==> src/hw/rtl/pdf_pkg.sv <==
`timescale 1ns / 1ps
// ----------------------------------------------------------------------------
// pdf_pkg
// shared types and constants of the duplicate packet filter
// ----------------------------------------------------------------------------
package pdf_pkg;

    localparam int KEY_W          = 64;
    localparam int ACK_W          = 32;
    localparam int HASH_CNT_OUT_W = 8;
    localparam int ACK_CNT_OUT_W  = 7;
    localparam int DUP_W          = 32;

    typedef enum logic [1:0] {
        OP_RECORD = 2'd0,
        OP_QUERY  = 2'd1,
        OP_REMOVE = 2'd2,
        OP_CLEAR  = 2'd3
    } t_op;

    typedef enum logic [3:0] {
        S_INIT,
        S_IDLE,
        S_SCAN,
        S_DUP,
        S_OLD,
        S_WRITE,
        S_REMOVE,
        S_CLEAR,
        S_FINISH
    } t_state;

    // commands from controller to datapath
    typedef struct packed {
        logic load;
        logic clr_step;
        logic scan_step;
        logic rd_old;
        logic wr_record;
        logic wr_remove;
        logic count_dup;
        logic load_result;
    } t_cmd;

    // status from datapath to controller
    typedef struct packed {
        logic hit;
        logic scan_end;
        logic clr_done;
        logic out_busy;
        t_op  op;
    } t_stat;

endpackage

==> src/hw/rtl/pdf_ctrl.sv <==
`timescale 1ns / 1ps
// ----------------------------------------------------------------------------
// pdf_ctrl
// sequencer for lookup, record, remove and clear passes
// ----------------------------------------------------------------------------
module pdf_ctrl (
    input  logic            i_clk,
    input  logic            i_rst_n,
    input  logic            i_in_valid,
    input  pdf_pkg::t_op    i_opcode,
    input  pdf_pkg::t_stat  i_stat,
    output logic            o_in_ready,
    output pdf_pkg::t_cmd   o_cmd
);

    pdf_pkg::t_state r_state;
    pdf_pkg::t_state n_state;

    always_ff @(posedge i_clk) begin
        if (!i_rst_n) begin
            r_state <= pdf_pkg::S_INIT;
        end else begin
            r_state <= n_state;
        end
    end

    always_comb begin
        n_state    = r_state;
        o_cmd      = '0;
        o_in_ready = 1'b0;
        case (r_state)
            pdf_pkg::S_INIT: begin
                o_cmd.clr_step = 1'b1;
                if (i_stat.clr_done) begin
                    n_state = pdf_pkg::S_IDLE;
                end
            end
            pdf_pkg::S_IDLE: begin
                o_in_ready = 1'b1;
                if (i_in_valid) begin
                    o_cmd.load = 1'b1;
                    if (i_opcode == pdf_pkg::OP_CLEAR) begin
                        n_state = pdf_pkg::S_CLEAR;
                    end else begin
                        n_state = pdf_pkg::S_SCAN;
                    end
                end
            end
            pdf_pkg::S_SCAN: begin
                o_cmd.scan_step = 1'b1;
                if (i_stat.hit || i_stat.scan_end) begin
                    case (i_stat.op)
                        pdf_pkg::OP_RECORD: begin
                            n_state = i_stat.hit ? pdf_pkg::S_DUP : pdf_pkg::S_OLD;
                        end
                        pdf_pkg::OP_REMOVE: begin
                            n_state = i_stat.hit ? pdf_pkg::S_REMOVE : pdf_pkg::S_FINISH;
                        end
                        default: begin
                            n_state = pdf_pkg::S_FINISH;
                        end
                    endcase
                end
            end
            pdf_pkg::S_DUP: begin
                o_cmd.count_dup = 1'b1;
                n_state         = pdf_pkg::S_FINISH;
            end
            pdf_pkg::S_OLD: begin
                o_cmd.rd_old = 1'b1;
                n_state      = pdf_pkg::S_WRITE;
            end
            pdf_pkg::S_WRITE: begin
                o_cmd.wr_record = 1'b1;
                n_state         = pdf_pkg::S_FINISH;
            end
            pdf_pkg::S_REMOVE: begin
                o_cmd.wr_remove = 1'b1;
                n_state         = pdf_pkg::S_FINISH;
            end
            pdf_pkg::S_CLEAR: begin
                o_cmd.clr_step = 1'b1;
                if (i_stat.clr_done) begin
                    n_state = pdf_pkg::S_FINISH;
                end
            end
            pdf_pkg::S_FINISH: begin
                if (!i_stat.out_busy) begin
                    o_cmd.load_result = 1'b1;
                    n_state           = pdf_pkg::S_IDLE;
                end
            end
            default: begin
                n_state = pdf_pkg::S_INIT;
            end
        endcase
    end

endmodule

==> config.mk <==
export PLATFORM = sky130hd
export DESIGN_NAME = pdf_ctrl
export DESIGN_NICKNAME = d
export VERILOG_FILES = /design/src/hw/rtl/pdf_pkg.sv /design/src/hw/rtl/pdf_ctrl.sv
export SDC_FILE = /design/constraint.sdc
export NUM_CORES = 1
export LEC_CHECK = 0
export BUFFER_PORTS_ARGS = -buffer_cell sky130_fd_sc_hd__buf_2
export CAP_MARGIN = 40
export CORE_AREA = 4 4 41 43
export DETAILED_ROUTE_END_ITERATION = 8
export DIE_AREA = 0 0 45 47
export SKIP_CTS_REPAIR_TIMING = 1
export SYNTH_ARGS = -nofsm -noshare
export SYNTH_HDL_FRONTEND = slang
export SYNTH_SLANG_ARGS = --single-unit
==> constraint.sdc <==
create_clock -name i_clk -period 1.76 [get_ports i_clk]
set_input_delay 0.264 -clock i_clk [delete_from_list [all_inputs] [get_ports i_clk]]
set_output_delay 0.264 -clock i_clk [all_outputs]
set_load 0.03 [all_outputs]
==> flow_summary.ini <==
[outcome]
status = complete, no violations

[floorplan]
core_area_sq_um = 1300
num_rows = 13
dieWidth_microns = 45
start_util_pct = 30.3
die_area_sq_um = 2120
dieHeight_microns = 47
top_level_ports = 20

[logic_synthesis]
yosysTopAreaCellShare_pct = 20.3
syn-instance-count = 55
ys_types = 28
synth-edff-count = 0
avgSynthCellArea_sq_um = 7.17
ys_ff_latch = 4
yosys.area.top_type = dfxtp_1
syn-num-nets = 66
yosys_most_used_dff = dfxtp_1
ys_seq_area_share_pct = 20.3
yosysWarnings = 0
synth_area_sq_um = 394
postSynth.asyncResetShare_pct = 0
synth_area_leaders = dfxtp_1, nor2_1, mux2i_1

[clock_tree]
clock_sinks = 4
numCtsBuffers = 3
root_buffer = clkbuf_4
cts.htree.levels = 1
cts_buffer_depth = 2
cts_tree = built
clock_latency_ns = 0.23
clkTransAtPathRegs_ns = 0.04

[critical_path]
crit_arrival_ns = 1.87
slowest_delay_ns = 0.54
cpMaxStageDelayCell = or4b_4
crit_fanout = 4
cp_num_buf_inv = 0
critPathRequiredTime_ns = 1.88
r2r_slack_ns = 0.008
reg2reg_depth = 4
cp-start-kind = flop
critPathTopFamily = simple AND/OR/NAND/NOR gates
reg2reg_to = r_state[0]$_SDFFE_PN0P_
criticalPathCategory = flop to flop
r2r-start = r_state[2]$_SDFFE_PN0P_
cp_cell_sequence = or4b_4, o32a_1, and3_4, o221a_1
crit_path_end_kind = flop

[routing]
dr.pass1.iters = 4
drt-total-wl_microns = 1050
wl_per_cell_microns = 11.2
drc_errors = 0
via_per_inst = 5.15
drt_iter0_drc = 9
vias = 484
ant_nets = 0

[final_layout]
utilization_pct = 46.3
largest_reg_flops = 4
syn2layout_area_growth_pct = 53.0
reg_top3 = r_state: 4 flops
final_area_sq_um = 603
final_common_cell = buf_2
diodes = 0
regArea_sq_um = 83.8
layout.cells.non_filler = 94
regMostFlops = r_state
mostFrequentLayoutCells = buf_2, nor2_1, buf_4
multi_input_area_sq_um = 310
fillCellCount = 138
nets = 92
drive_gt1_share_pct = 48.1

[global_routing]
grt_overflow = 0
antenna_found_initial = 0
grt_pass1_wl_microns = 1640
grt_pass1_vias = 407
grt_usage_pct = 11.0
grt_max_degree = 12

[place]
place_area_sq_um = 544
gp_congestion = 0.861
place_ws_ns = 0.0184
dp_cells = 91
hpwl_microns = 857
port_buffers = 19

[min_path]
whs_path_depth = 3
min_to = r_state[2]$_SDFFE_PN0P_
min_path_type = input pin to flop
hold_path_startpoint = i_rst_n

[sta]
max_freq_ghz = 0.571
fin_crit_sh_pct = 99.5
tightestPinTransition_ns = 0.378
whs_ns = 0.300
worst_slack_ns = 0.00815
slew_viol_final = 0
rsz0062_at_grt = yes
fin_crit_ns = 1.75
fin_setup_tns_ns = 0
finClkSkew_ns = 0.00205
final-setup-viol-count = 0
finalHoldViolations = 0
max_slew_margin_pct = 74.5

[power_and_ir_drop]
p_leak_nw = 0.290
p_total_uw = 957
vdd_ir_drop_max_v = 0.000846
powerDensity_nw_per_um2 = 1590

[job]
maxCapViolCount = 0
## cells in the mapped netlist (3+ instances only)
library cell and instances:
o21ai_0 3, inv_1 4, dfxtp_1 4, clkbuf_1 3, nor2_1 8
## power by group
| part | internal, mW | switching [mW] | leakage [nW] |
|---|---|---|---|
| clock | 0.0763 | 0.0380 | 0.0138 |
| combinational | 0.300 | 0.380 | 0.242 |
| sequential | 0.129 | 0.0338 | 0.0339 |
## how the worst max path moves through the flow
stage                                    endpoint  slack, ns                    start  cells past startpoint
final                     r_state[0]$_SDFFE_PN0P_      0.008  r_state[2]$_SDFFE_PN0P_                      4
after global routing      r_state[0]$_SDFFE_PN0P_     -0.006  r_state[2]$_SDFFE_PN0P_                      4
after CTS                                o_cmd[7]      -0.05  r_state[2]$_SDFFE_PN0P_                      4
after detailed placement  r_state[0]$_SDFFE_PN0P_       0.02  r_state[1]$_SDFFE_PN0P_                      4
after global placement    r_state[0]$_SDFFE_PN0P_       0.07  r_state[2]$_SDFFE_PN0P_                      4
after floorplan                          o_cmd[2]      0.006  r_state[2]$_SDFFE_PN0P_                      3
## cells by family (layout without fill, tap and decap cells)
family	count (synthesis)	in the layout	share of synthesized area, %
compound gates	13	13	23.2
buf+inv	8	32	7.93
flops	4	4	20.3
mux	2	2	5.08
simple gates	28	28	43.5
## layer usage
| layer | routed length (microns) | up-vias | share of wire (%) | track usage (%) |
|---|---|---|---|---|
| li1 | - | 251 | - | - |
| met1 | 476 | 214 | 45 | 13.6 |
| met2 | 472 | 15 | 45 | 16.4 |
| met3 | 66 | 4 | 6.3 | 2.68 |
| met4 | 34 | 0 | 3.2 | 8.77 |
| met5 | 0 | - | 0 | 0 |
## worst register-to-register path: stages (launching register included)
cell     delay [ns]
dfxtp_2        0.33
or4b_4         0.54
o32a_1         0.34
and3_4         0.19
o221a_1        0.23
## layout make-up
cell class / instances / area share [%]
inverters: 4 / 2.49
repair buffers: 25 / 25.3
multi-input cells: 43 / 51.5
well taps: 15 / 3.11
flip-flops and latches: 4 / 13.9
clock buffers: 3 / 3.73
Power figures use the tool's default switching activity.
